## config.mk

```make
export PLATFORM = sky130hd
export DESIGN_NAME = status_led_blink_sequencer_core_flat
export DESIGN_NICKNAME = d
export VERILOG_FILES = /design/src/rtl/slbs_pkg.sv /design/src/rtl/slbs_if.sv /design/src/rtl/slbs_cfg_regs.sv /design/src/rtl/slbs_seq.sv /design/src/rtl/status_led_blink_sequencer_core.sv /design/src/flat_wrapper.sv
export SDC_FILE = /design/constraint.sdc
export NUM_CORES = 1
export LEC_CHECK = 0
export ABC_AREA = 0
export BUFFER_PORTS_ARGS = -buffer_cell sky130_fd_sc_hd__buf_4
export CAP_MARGIN = 20
export CORE_MARGIN = 5
export CORE_UTILIZATION = 50
export CTS_BUF_LIST = sky130_fd_sc_hd__clkbuf_16
export DETAILED_ROUTE_END_ITERATION = 8
export PLACE_DENSITY = 0.7
export RECOVER_POWER = 100
export SLEW_MARGIN = 20
export SYNTH_ARGS = -nofsm -noshare
export SYNTH_HDL_FRONTEND = slang
export SYNTH_SLANG_ARGS = --single-unit
```

## constraint.sdc

```tcl
create_clock -name clk -period 4.95 [get_ports clk]
set_clock_uncertainty 0.15 [all_clocks]
set_input_delay 0.2475 -clock clk [delete_from_list [all_inputs] [get_ports clk]]
set_output_delay 0.2475 -clock clk [all_outputs]
set_load 0.05 [all_outputs]
```

## src/rtl/slbs_pkg.sv

```systemverilog
// ----------------------------------------------------------------------------
// slbs_pkg
// Shared types and constants of the status LED blink sequencer.
// ----------------------------------------------------------------------------
package slbs_pkg;

  typedef logic [2:0]  status_t;
  typedef logic [15:0] ms_t;
  typedef logic [23:0] pulse_t;

  // Status codes
  localparam status_t ST_DISCONNECTED = 3'd0;
  localparam status_t ST_SEARCHING    = 3'd1;
  localparam status_t ST_LTE          = 3'd2;
  localparam status_t ST_MQTT         = 3'd3;
  localparam status_t ST_ERROR        = 3'd4;
  localparam status_t ST_PUB_OK       = 3'd5;
  localparam status_t ST_PUB_ERR      = 3'd6;
  localparam status_t ST_INVALID      = 3'd7;

  // Item kinds
  localparam logic REQ_TICK = 1'b0;
  localparam logic REQ_SET  = 1'b1;

  // Configuration register indexes
  localparam int unsigned CFG_IDX_W = 3;
  typedef logic [CFG_IDX_W-1:0] cfg_idx_t;
  localparam cfg_idx_t CFG_BLINK_HALF_MS = 3'd0;
  localparam cfg_idx_t CFG_FLASH_COUNT   = 3'd1;
  localparam cfg_idx_t CFG_FLASH_ON_MS   = 3'd2;
  localparam cfg_idx_t CFG_FLASH_OFF_MS  = 3'd3;
  localparam cfg_idx_t CFG_PWM_PERIOD    = 3'd4;

  localparam int unsigned CFG_DATA_W = 24;

  typedef struct packed {
    ms_t        blink_half_ms;
    logic [3:0] flash_count;
    ms_t        flash_on_ms;
    ms_t        flash_off_ms;
    pulse_t     pwm_period;
  } cfg_t;

  typedef struct packed {
    pulse_t  red_pulse;
    pulse_t  green_pulse;
    pulse_t  blue_pulse;
    status_t stable_code;
    status_t shown_code;
    logic    bad_request;
  } result_t;

  // Colour of a status: bit 2 red, bit 1 green, bit 0 blue
  function automatic logic [2:0] colour_of(input status_t code);
    logic [2:0] col;
    begin
      unique case (code)
        ST_DISCONNECTED, ST_ERROR, ST_PUB_ERR: col = 3'b100;
        ST_SEARCHING:                          col = 3'b001;
        ST_LTE:                                col = 3'b010;
        ST_MQTT:                               col = 3'b011;
        ST_PUB_OK:                             col = 3'b111;
        default:                               col = 3'b000;
      endcase
      return col;
    end
  endfunction

endpackage

```

## src/rtl/slbs_if.sv

```systemverilog
// ----------------------------------------------------------------------------
// slbs_if
// Valid/ready channels of the sequencer: request items in, LED items out.
// ----------------------------------------------------------------------------
interface slbs_in_if;
  import slbs_pkg::*;

  logic    valid;
  logic    ready;
  logic    req_type;
  status_t status_code;

  modport source (output valid, output req_type, output status_code, input ready);
  modport sink   (input valid, input req_type, input status_code, output ready);
endinterface

interface slbs_out_if;
  import slbs_pkg::*;

  logic    valid;
  logic    ready;
  pulse_t  red_pulse;
  pulse_t  green_pulse;
  pulse_t  blue_pulse;
  status_t stable_code;
  status_t shown_code;
  logic    bad_request;

  modport source (output valid, output red_pulse, output green_pulse, output blue_pulse,
                  output stable_code, output shown_code, output bad_request,
                  input ready);
  modport sink   (input valid, input red_pulse, input green_pulse, input blue_pulse,
                  input stable_code, input shown_code, input bad_request,
                  output ready);
endinterface

```

## src/rtl/slbs_cfg_regs.sv

```systemverilog
// ----------------------------------------------------------------------------
// slbs_cfg_regs
// Configuration register file, write only, reset to the default timings.
// ----------------------------------------------------------------------------
module slbs_cfg_regs (
  input  logic                                  clk,
  input  logic                                  rst_n,
  input  logic                                  cfg_we,
  input  slbs_pkg::cfg_idx_t                    cfg_index,
  input  logic [slbs_pkg::CFG_DATA_W-1:0]       cfg_wdata,
  output slbs_pkg::cfg_t                        cfg
);
  import slbs_pkg::*;

  cfg_t cfg_r;

  always_ff @(posedge clk) begin
    if (!rst_n) begin
      cfg_r.blink_half_ms <= 16'd250;
      cfg_r.flash_count   <= 4'd5;
      cfg_r.flash_on_ms   <= 16'd150;
      cfg_r.flash_off_ms  <= 16'd150;
      cfg_r.pwm_period    <= 24'd20000;
    end else if (cfg_we) begin
      unique case (cfg_index)
        CFG_BLINK_HALF_MS: cfg_r.blink_half_ms <= cfg_wdata[15:0];
        CFG_FLASH_COUNT:   cfg_r.flash_count   <= cfg_wdata[3:0];
        CFG_FLASH_ON_MS:   cfg_r.flash_on_ms   <= cfg_wdata[15:0];
        CFG_FLASH_OFF_MS:  cfg_r.flash_off_ms  <= cfg_wdata[15:0];
        CFG_PWM_PERIOD:    cfg_r.pwm_period    <= cfg_wdata[23:0];
        default: ;  // unmapped index: ignored
      endcase
    end
  end

  assign cfg = cfg_r;

endmodule

```

## src/rtl/slbs_seq.sv

```systemverilog
// ----------------------------------------------------------------------------
// slbs_seq
// Status state, blink and flash countdowns; next LED view for one item.
// ----------------------------------------------------------------------------
module slbs_seq (
  input  logic               clk,
  input  logic               rst_n,
  input  logic               step,
  input  logic               req_type,
  input  slbs_pkg::status_t  status_code,
  input  slbs_pkg::cfg_t     cfg,
  output slbs_pkg::result_t  res
);
  import slbs_pkg::*;

  status_t    stable_r, stable_nxt;
  status_t    shown_r, shown_nxt;
  logic       blink_on_r, blink_on_nxt;
  logic       blink_armed_r, blink_armed_nxt;
  ms_t        blink_timer_r, blink_timer_nxt;
  logic       flash_on_r, flash_on_nxt;
  logic       flash_armed_r, flash_armed_nxt;
  ms_t        flash_timer_r, flash_timer_nxt;
  logic [3:0] flashes_left_r, flashes_left_nxt;
  logic       bad;
  logic       lit;
  logic [2:0] col;

  always_comb begin
    stable_nxt       = stable_r;
    shown_nxt        = shown_r;
    blink_on_nxt     = blink_on_r;
    blink_armed_nxt  = blink_armed_r;
    blink_timer_nxt  = blink_timer_r;
    flash_on_nxt     = flash_on_r;
    flash_armed_nxt  = flash_armed_r;
    flash_timer_nxt  = flash_timer_r;
    flashes_left_nxt = flashes_left_r;
    bad              = 1'b0;

    if (req_type == REQ_TICK) begin
      // blink countdown
      if (blink_armed_r) begin
        if (blink_timer_r <= 16'd1) begin
          blink_timer_nxt = '0;
          if (shown_r == ST_SEARCHING) begin
            blink_on_nxt    = ~blink_on_r;
            blink_armed_nxt = 1'b1;
            blink_timer_nxt = cfg.blink_half_ms;
          end else begin
            blink_on_nxt    = 1'b0;
            blink_armed_nxt = 1'b0;
          end
        end else begin
          blink_timer_nxt = blink_timer_r - 16'd1;
        end
      end
      // flash countdown; the last off phase hands back to the stable view
      if (flash_armed_r) begin
        if (flash_timer_r <= 16'd1) begin
          flash_timer_nxt = '0;
          if (flash_on_r) begin
            flash_on_nxt    = 1'b0;
            flash_timer_nxt = cfg.flash_off_ms;
          end else if (flashes_left_r > 4'd1) begin
            flashes_left_nxt = flashes_left_r - 4'd1;
            flash_on_nxt     = 1'b1;
            flash_timer_nxt  = cfg.flash_on_ms;
          end else begin
            flashes_left_nxt = '0;
            flash_on_nxt     = 1'b0;
            flash_armed_nxt  = 1'b0;
            shown_nxt        = stable_r;
            blink_on_nxt     = (stable_r == ST_SEARCHING);
            if (stable_r == ST_SEARCHING) begin
              blink_armed_nxt = 1'b1;
              blink_timer_nxt = cfg.blink_half_ms;
            end
          end
        end else begin
          flash_timer_nxt = flash_timer_r - 16'd1;
        end
      end
    end else begin
      case (status_code)
        ST_INVALID: begin
          bad = 1'b1;
        end
        ST_PUB_OK, ST_PUB_ERR: begin
          shown_nxt        = status_code;
          blink_on_nxt     = 1'b0;
          blink_armed_nxt  = 1'b0;
          blink_timer_nxt  = '0;
          flash_on_nxt     = 1'b1;
          flash_armed_nxt  = 1'b1;
          flashes_left_nxt = cfg.flash_count;
          flash_timer_nxt  = cfg.flash_on_ms;
        end
        default: begin
          stable_nxt      = status_code;
          shown_nxt       = status_code;
          flash_armed_nxt = 1'b0;
          flash_on_nxt    = 1'b0;
          flash_timer_nxt = '0;
          blink_on_nxt    = (status_code == ST_SEARCHING);
          blink_armed_nxt = (status_code == ST_SEARCHING);
          blink_timer_nxt = (status_code == ST_SEARCHING) ? cfg.blink_half_ms : '0;
        end
      endcase
    end

    lit = flash_armed_nxt ? flash_on_nxt
                          : !(shown_nxt == ST_SEARCHING && !blink_on_nxt);
    col = lit ? colour_of(shown_nxt) : 3'b000;

    // level is 0 or full scale, so period * level / 255 is period or zero
    res.red_pulse   = col[2] ? cfg.pwm_period : '0;
    res.green_pulse = col[1] ? cfg.pwm_period : '0;
    res.blue_pulse  = col[0] ? cfg.pwm_period : '0;
    res.stable_code = stable_nxt;
    res.shown_code  = shown_nxt;
    res.bad_request = bad;
  end

  always_ff @(posedge clk) begin
    if (!rst_n) begin
      stable_r       <= ST_DISCONNECTED;
      shown_r        <= ST_DISCONNECTED;
      blink_on_r     <= 1'b0;
      blink_armed_r  <= 1'b0;
      blink_timer_r  <= '0;
      flash_on_r     <= 1'b0;
      flash_armed_r  <= 1'b0;
      flash_timer_r  <= '0;
      flashes_left_r <= '0;
    end else if (step) begin
      stable_r       <= stable_nxt;
      shown_r        <= shown_nxt;
      blink_on_r     <= blink_on_nxt;
      blink_armed_r  <= blink_armed_nxt;
      blink_timer_r  <= blink_timer_nxt;
      flash_on_r     <= flash_on_nxt;
      flash_armed_r  <= flash_armed_nxt;
      flash_timer_r  <= flash_timer_nxt;
      flashes_left_r <= flashes_left_nxt;
    end
  end

endmodule

```

## src/rtl/status_led_blink_sequencer_core.sv

```systemverilog
// ----------------------------------------------------------------------------
// status_led_blink_sequencer_core
// RGB status LED sequencer: solid, blinking and transient flash patterns.
// ----------------------------------------------------------------------------
// Usage
//  - in_item : one item per handshake; req_type 0 is a 1 ms tick, 1 is a
//    set-status request carrying status_code (code 7 is flagged, no effect).
//  - out_item: exactly one item per input item, in order: the three PWM
//    pulse widths, the stable and shown status, and the bad request flag.
//  - cfg_*   : write-only registers; user writes only while block idle (not enforced).
// Timing
//  - An accepted item is held in the input register, processed in a single
//    pass through the sequencer logic and lands in the output register
//    once the output register is free to take it.
//  - Throughput is one item per cycle while the receiver takes every item;
//    the limit is the sequencer state update feeding back into its registers.
// Stalls and reset
//  - While the receiver stalls, the output item holds and the input
//    register may still take one more item; then in_item.ready drops.
//  - Synchronous reset (rst_n low) empties both registers, loads the
//    default timings and returns the LED to disconnected (solid red).
// ----------------------------------------------------------------------------
module status_led_blink_sequencer_core (
  input  logic                                clk,
  input  logic                                rst_n,
  slbs_in_if.sink                             in_item,
  slbs_out_if.source                          out_item,
  input  logic                                cfg_we,
  input  slbs_pkg::cfg_idx_t                  cfg_index,
  input  logic [slbs_pkg::CFG_DATA_W-1:0]     cfg_wdata
);
  import slbs_pkg::*;

  cfg_t    cfg;
  result_t res;

  // input register
  logic    s1_valid_r;
  logic    s1_req_r;
  status_t s1_code_r;

  // output register
  logic    out_valid_r;
  result_t out_r;

  logic    advance;   // output register free to take the next result
  logic    in_acc;

  assign advance        = !out_valid_r || out_item.ready;
  assign in_item.ready  = !s1_valid_r || advance;
  assign in_acc         = in_item.valid && in_item.ready;

  slbs_cfg_regs u_cfg (
    .clk       (clk),
    .rst_n     (rst_n),
    .cfg_we    (cfg_we),
    .cfg_index (cfg_index),
    .cfg_wdata (cfg_wdata),
    .cfg       (cfg)
  );

  // state moves on only when the held item is passed to the output register
  slbs_seq u_seq (
    .clk         (clk),
    .rst_n       (rst_n),
    .step        (s1_valid_r && advance),
    .req_type    (s1_req_r),
    .status_code (s1_code_r),
    .cfg         (cfg),
    .res         (res)
  );

  always_ff @(posedge clk) begin
    if (!rst_n) begin
      s1_valid_r <= 1'b0;
    end else if (in_acc) begin
      s1_valid_r <= 1'b1;
    end else if (advance) begin
      s1_valid_r <= 1'b0;
    end
  end

  always_ff @(posedge clk) begin
    if (in_acc) begin
      s1_req_r  <= in_item.req_type;
      s1_code_r <= in_item.status_code;
    end
  end

  always_ff @(posedge clk) begin
    if (!rst_n) begin
      out_valid_r <= 1'b0;
    end else if (advance) begin
      out_valid_r <= s1_valid_r;
    end
  end

  always_ff @(posedge clk) begin
    if (advance && s1_valid_r) begin
      out_r <= res;
    end
  end

  assign out_item.valid       = out_valid_r;
  assign out_item.red_pulse   = out_r.red_pulse;
  assign out_item.green_pulse = out_r.green_pulse;
  assign out_item.blue_pulse  = out_r.blue_pulse;
  assign out_item.stable_code = out_r.stable_code;
  assign out_item.shown_code  = out_r.shown_code;
  assign out_item.bad_request = out_r.bad_request;

  // Stable status is never a transient or invalid code
  a_stable_code: assert property (@(posedge clk) disable iff (!rst_n)
    out_valid_r |-> (out_r.stable_code != ST_PUB_OK && out_r.stable_code != ST_PUB_ERR &&
                     out_r.stable_code != ST_INVALID))
    else $error("stable status holds a transient or invalid code");

  // Outside a flash the shown status is the stable one
  a_shown_tracks: assert property (@(posedge clk) disable iff (!rst_n)
    (out_valid_r && out_r.shown_code != ST_PUB_OK && out_r.shown_code != ST_PUB_ERR)
      |-> out_r.shown_code == out_r.stable_code)
    else $error("shown status differs from stable status outside a flash");

  // Input back-pressure only when both registers are full and the sink stalls
  a_ready_low: assert property (@(posedge clk) disable iff (!rst_n)
    !in_item.ready |-> (s1_valid_r && out_valid_r && !out_item.ready))
    else $error("input stalled with room in the pipeline");

endmodule

```

## src/flat_wrapper.sv

```systemverilog
// flat-port wrapper written by rule: the top's interface ports become plain ports
module status_led_blink_sequencer_core_flat import slbs_pkg::*;
  (clk, rst_n, cfg_we, cfg_index, cfg_wdata, in_item_valid, in_item_req_type, in_item_status_code, in_item_ready, out_item_valid, out_item_red_pulse, out_item_green_pulse, out_item_blue_pulse, out_item_stable_code, out_item_shown_code, out_item_bad_request, out_item_ready);
  slbs_in_if in_item_i ();
  slbs_out_if out_item_i ();
  input  logic clk;
  input  logic rst_n;
  input  logic cfg_we;
  input  slbs_pkg::cfg_idx_t cfg_index;
  input  logic [slbs_pkg::CFG_DATA_W-1:0] cfg_wdata;
  input wire logic [$bits(in_item_i.valid)-1:0] in_item_valid;
  input wire logic [$bits(in_item_i.req_type)-1:0] in_item_req_type;
  input wire logic [$bits(in_item_i.status_code)-1:0] in_item_status_code;
  output wire logic [$bits(in_item_i.ready)-1:0] in_item_ready;
  output wire logic [$bits(out_item_i.valid)-1:0] out_item_valid;
  output wire logic [$bits(out_item_i.red_pulse)-1:0] out_item_red_pulse;
  output wire logic [$bits(out_item_i.green_pulse)-1:0] out_item_green_pulse;
  output wire logic [$bits(out_item_i.blue_pulse)-1:0] out_item_blue_pulse;
  output wire logic [$bits(out_item_i.stable_code)-1:0] out_item_stable_code;
  output wire logic [$bits(out_item_i.shown_code)-1:0] out_item_shown_code;
  output wire logic [$bits(out_item_i.bad_request)-1:0] out_item_bad_request;
  input wire logic [$bits(out_item_i.ready)-1:0] out_item_ready;
  assign in_item_i.valid = in_item_valid;
  assign in_item_i.req_type = in_item_req_type;
  assign in_item_i.status_code = in_item_status_code;
  assign in_item_ready = in_item_i.ready;
  assign out_item_valid = out_item_i.valid;
  assign out_item_red_pulse = out_item_i.red_pulse;
  assign out_item_green_pulse = out_item_i.green_pulse;
  assign out_item_blue_pulse = out_item_i.blue_pulse;
  assign out_item_stable_code = out_item_i.stable_code;
  assign out_item_shown_code = out_item_i.shown_code;
  assign out_item_bad_request = out_item_i.bad_request;
  assign out_item_i.ready = out_item_ready;
  status_led_blink_sequencer_core u_core (.clk(clk), .rst_n(rst_n), .in_item(in_item_i), .out_item(out_item_i), .cfg_we(cfg_we), .cfg_index(cfg_index), .cfg_wdata(cfg_wdata));
endmodule
```

==> qor.txt <==
Layout cells sized above 1: 8.41%
FF/Latch Area: 4970 sq um
FFs w/ async S/R, synth: 0%
Design area: 11700 sq um
Initial DRC count: 663
Setup TNS: 0 ns
Final Setup Violations: 0
Routed WL: 26.8 mm
Clk slew on worst S/H paths: 0.06 ns
Hold crit path type: primary input to flip-flop
Synth warnings: 0
PD cells: 382 nW/um^2
Via/cell ratio: 5.77
Failing checks: max-capacitance violations, max-slew violations
Final hold vios: 0
Reg2Reg Setup Slack: 0.62 ns
Tightest Pin Transition: 3.86 ns
Final #Nets: 1275
F_max: 231 MHz
Placed cells: 1443
Mean Syn Cell Area: 8.85 sq um
Antenna violations before repair: 0
Grt ovf: 0
Sequential area share after synthesis: 49.8%
Post-Syn Instances: 1128
Worst setup EP type: flip-flop
Final HPWL DP: 17.7 mm
CTS tree: done
Syn-to-layout area delta: 17.0%
Pin count of the biggest net entering global routing: 101
CTS Sinks: 207
Number of fillers in the final layout: 1800
Root buffer cell: clkbuf_16
Max clock buf depth: 3
Final Cycle Share: 87.4%
DIE AREA: 22900 sq um
Netlist cell types: 70
Status: complete, but fails checks
Post-layout min period: 4.33 ns
R2r startpoint: u_core.u_seq.flash_timer_r[4]$_SDFFE_PN0P_
CP arrival: 4.48 ns
CTS resizes: 0
Maxcap violations: 2
Vias in the first global route: 8059
Post-synth top flop: dfxtp_1
Core area: 19600 sq um
# IOs: 117
Antenna fix cells: 0
#FFs+latches synth: 207
Row count: 51
DIE WIDTH: 151 um
Crit path max fanout: 48
Vias: 8738
Total power: 4.46 mW
Gpl congestion: 0.961
Max_slew headroom: -157%
Post-synth EDFFs: 83
Leakage: 4.13 nW
Clock buffer count from CTS: 22
Final Max Slew Viols: 155
Global-route wire length before repair: 42.8 mm
H-tree depth: 1
DRC viols: 0
Capturing point of the worst reg2reg path: u_core.out_item.blue_pulse[7]$_SDFFCE_PN0P_
RSZ-0062 raised after global routing: false
Starting Density: 51.0%
Net count after synthesis: 1170
Post-DP Area: 11000 sq um
Total global-route track usage: 23.0%
Synthesized cell area: 9990 sq um
Skew-Pair Late Insertion Delay: 0.50 ns
CP startpoint kind: flip-flop
Hold Startpoint: cfg_index[1]
Worst reg2reg path depth: 8
Worst Setup EP: u_core.out_item.blue_pulse[7]$_SDFFCE_PN0P_
Peak VDD IR: 203 uV
Die Y: 151 um
CP startpoint: u_core.u_seq.flash_timer_r[4]$_SDFFE_PN0P_
Final ANT Viol Nets: 0
Layout Cells excl Fill: 1514
Drt pass-1 iters: 6
Critical path class: flip-flop to flip-flop
Req. time, crit path: 5.10 ns
Number of port buffers: 116
Area of the multi-input gates: 4530 sq um
WL per Instance: 17.7 um
[cells by family after synthesis]
group | synth area share (%)
adder cells (fa/ha/maj) | 0.852
multiplexers | 0.401
buffers and inverters | 4.05
AO/OA/AOI/OAI | 18.9
XOR/XNOR | 0.877
flip-flops | 49.8
AND/OR/NAND/NOR | 25.1
[worst max-delay path, cell delays in order, from the launching register on]
cell and delay [ns]:
dfxtp_1 0.36, or4_4 0.62, or4_1 0.63, o41a_1 0.50
o211ai_1 0.23, clkbuf_2 0.52, o21ai_4 0.09, clkbuf_2 0.56
nor3_1 0.45
[final cells by class]
cell class	count	area share (%)
clock buffers	23	4.93
clock inverters	17	1.99
inverters	15	0.493
multi-input cells	824	38.8
flip-flops and latches	207	42.6
well taps	265	2.84
repair buffers	163	8.43
[cell usage after synthesis, types with 3 or more instances]
cell | instances | area, sq um
o31ai_1 | 6 | 45.0
and2_1 | 7 | 43.8
o31a_1 | 3 | 26.3
nor2_1 | 60 | 225
mux2i_1 | 4 | 40.0
a41o_1 | 3 | 30.0
a311oi_1 | 3 | 26.3
nor2b_1 | 9 | 56.3
a21boi_0 | 61 | 458
o22ai_1 | 5 | 31.3
xor2_1 | 5 | 43.8
edfxtp_1 | 83 | 2490
or2_2 | 10 | 62.6
or3_1 | 3 | 18.8
buf_6 | 5 | 56.3
or3b_2 | 3 | 26.3
dfxtp_1 | 124 | 2480
ha_1 | 6 | 75.1
nand2b_1 | 4 | 25.0
nand2_1 | 269 | 1010
o211a_1 | 4 | 40.0
o21ai_0 | 63 | 315
a221oi_1 | 3 | 26.3
inv_1 | 14 | 52.6
nor4_1 | 8 | 50.1
and3_1 | 8 | 50.1
a211oi_1 | 6 | 45.0
nand4_1 | 4 | 25.0
clkbuf_1 | 73 | 274
o311ai_0 | 5 | 43.8
xnor2_1 | 5 | 43.8
o2111ai_1 | 3 | 26.3
nor3b_1 | 28 | 210
nand3_1 | 41 | 205
or4_1 | 9 | 67.6
a22oi_1 | 6 | 45.0
a31oi_1 | 12 | 75.1
o211ai_1 | 22 | 165
a21oi_1 | 56 | 280
nand3b_1 | 7 | 52.6
nor3_1 | 24 | 120
nor3_2 | 20 | 200
[per-stage QoR]
step / utilization [%] / worst slack [ns] / hold WS [ns]
floorplan: - / 1.13 / 0.196
global placement: 56.1 / 1.16 / 0.277
detailed placement: 56.1 / 1.01 / 0.277
CTS: 61.8 / 0.998 / 0.0155
global route: 59.6 / 0.421 / 0.0552
finish: 59.6 / 0.624 / 0.0448
[state kept, by name, summed over array words and instances, names as in the netlist, 3 cells and up]
name and count:
u_core.u_cfg.cfg 76, u_core.out_item.blue_pulse 24, u_core.out_item.green_pulse 24, u_core.out_item.red_pulse 24, u_core.u_seq.blink_timer_r 16, u_core.u_seq.flash_timer_r 16, u_core.u_seq.flashes_left_r 4, u_core.out_item.shown_code 3
u_core.out_item.stable_code 3, u_core.s1_code_r 3, u_core.u_seq.shown_r 3, u_core.u_seq.stable_r 3
[what timing repair did]
item | CTS | global route
setup buffers | 0 | 0
hold endpoints to repair | 82 | 0
hold buffers | 31 | 0
[layout by cell type, fill, tap and decap left out, drive strengths merged, types with 41 or more instances in the layout]
cell type	Yosys	routed
a21boi	61	61
nand3	41	41
nor3	44	44
nor2	60	60
dfxtp	124	124
o21ai	64	64
nand2	269	269
buf	9	42
clkbuf	73	113
a21oi	56	56
edfxtp	83	83
[metal layers]
metal / track usage (%) / vias to the layer above / share of wire, %
met1: 31.3 / 4091 / 43
li1: - / 4244 / -
met2: 37.3 / 343 / 46
met3: 4.43 / 60 / 8.6
met5: 0 / - / 0
met4: 6.75 / 0 / 2.5
[report_power, final]
group	internal, mW	switching (mW)
logic	0.213	0.516
clock network	1.15	0.674
registers	1.85	0.0547
total	3.22	1.24
[worst min path at each step]
stage | endpoint | slack [ns] | depth (start not counted)
2_1_floorplan | u_core.s1_code_r[0]$_DFFE_PP_ | 0.20 | 0
3_3_place_gp | u_core.s1_code_r[0]$_DFFE_PP_ | 0.28 | 1
3_5_place_dp | u_core.s1_code_r[0]$_DFFE_PP_ | 0.28 | 1
4_1_cts | u_core.u_cfg.cfg[55]$_SDFFE_PN0P_ | 0.02 | 4
5_1_grt | u_core.u_cfg.cfg[56]$_SDFFE_PN1P_ | 0.06 | 4
6_report | u_core.u_cfg.cfg[56]$_SDFFE_PN1P_ | 0.04 | 4
Note: power is estimated with default switching activity, not from simulation.
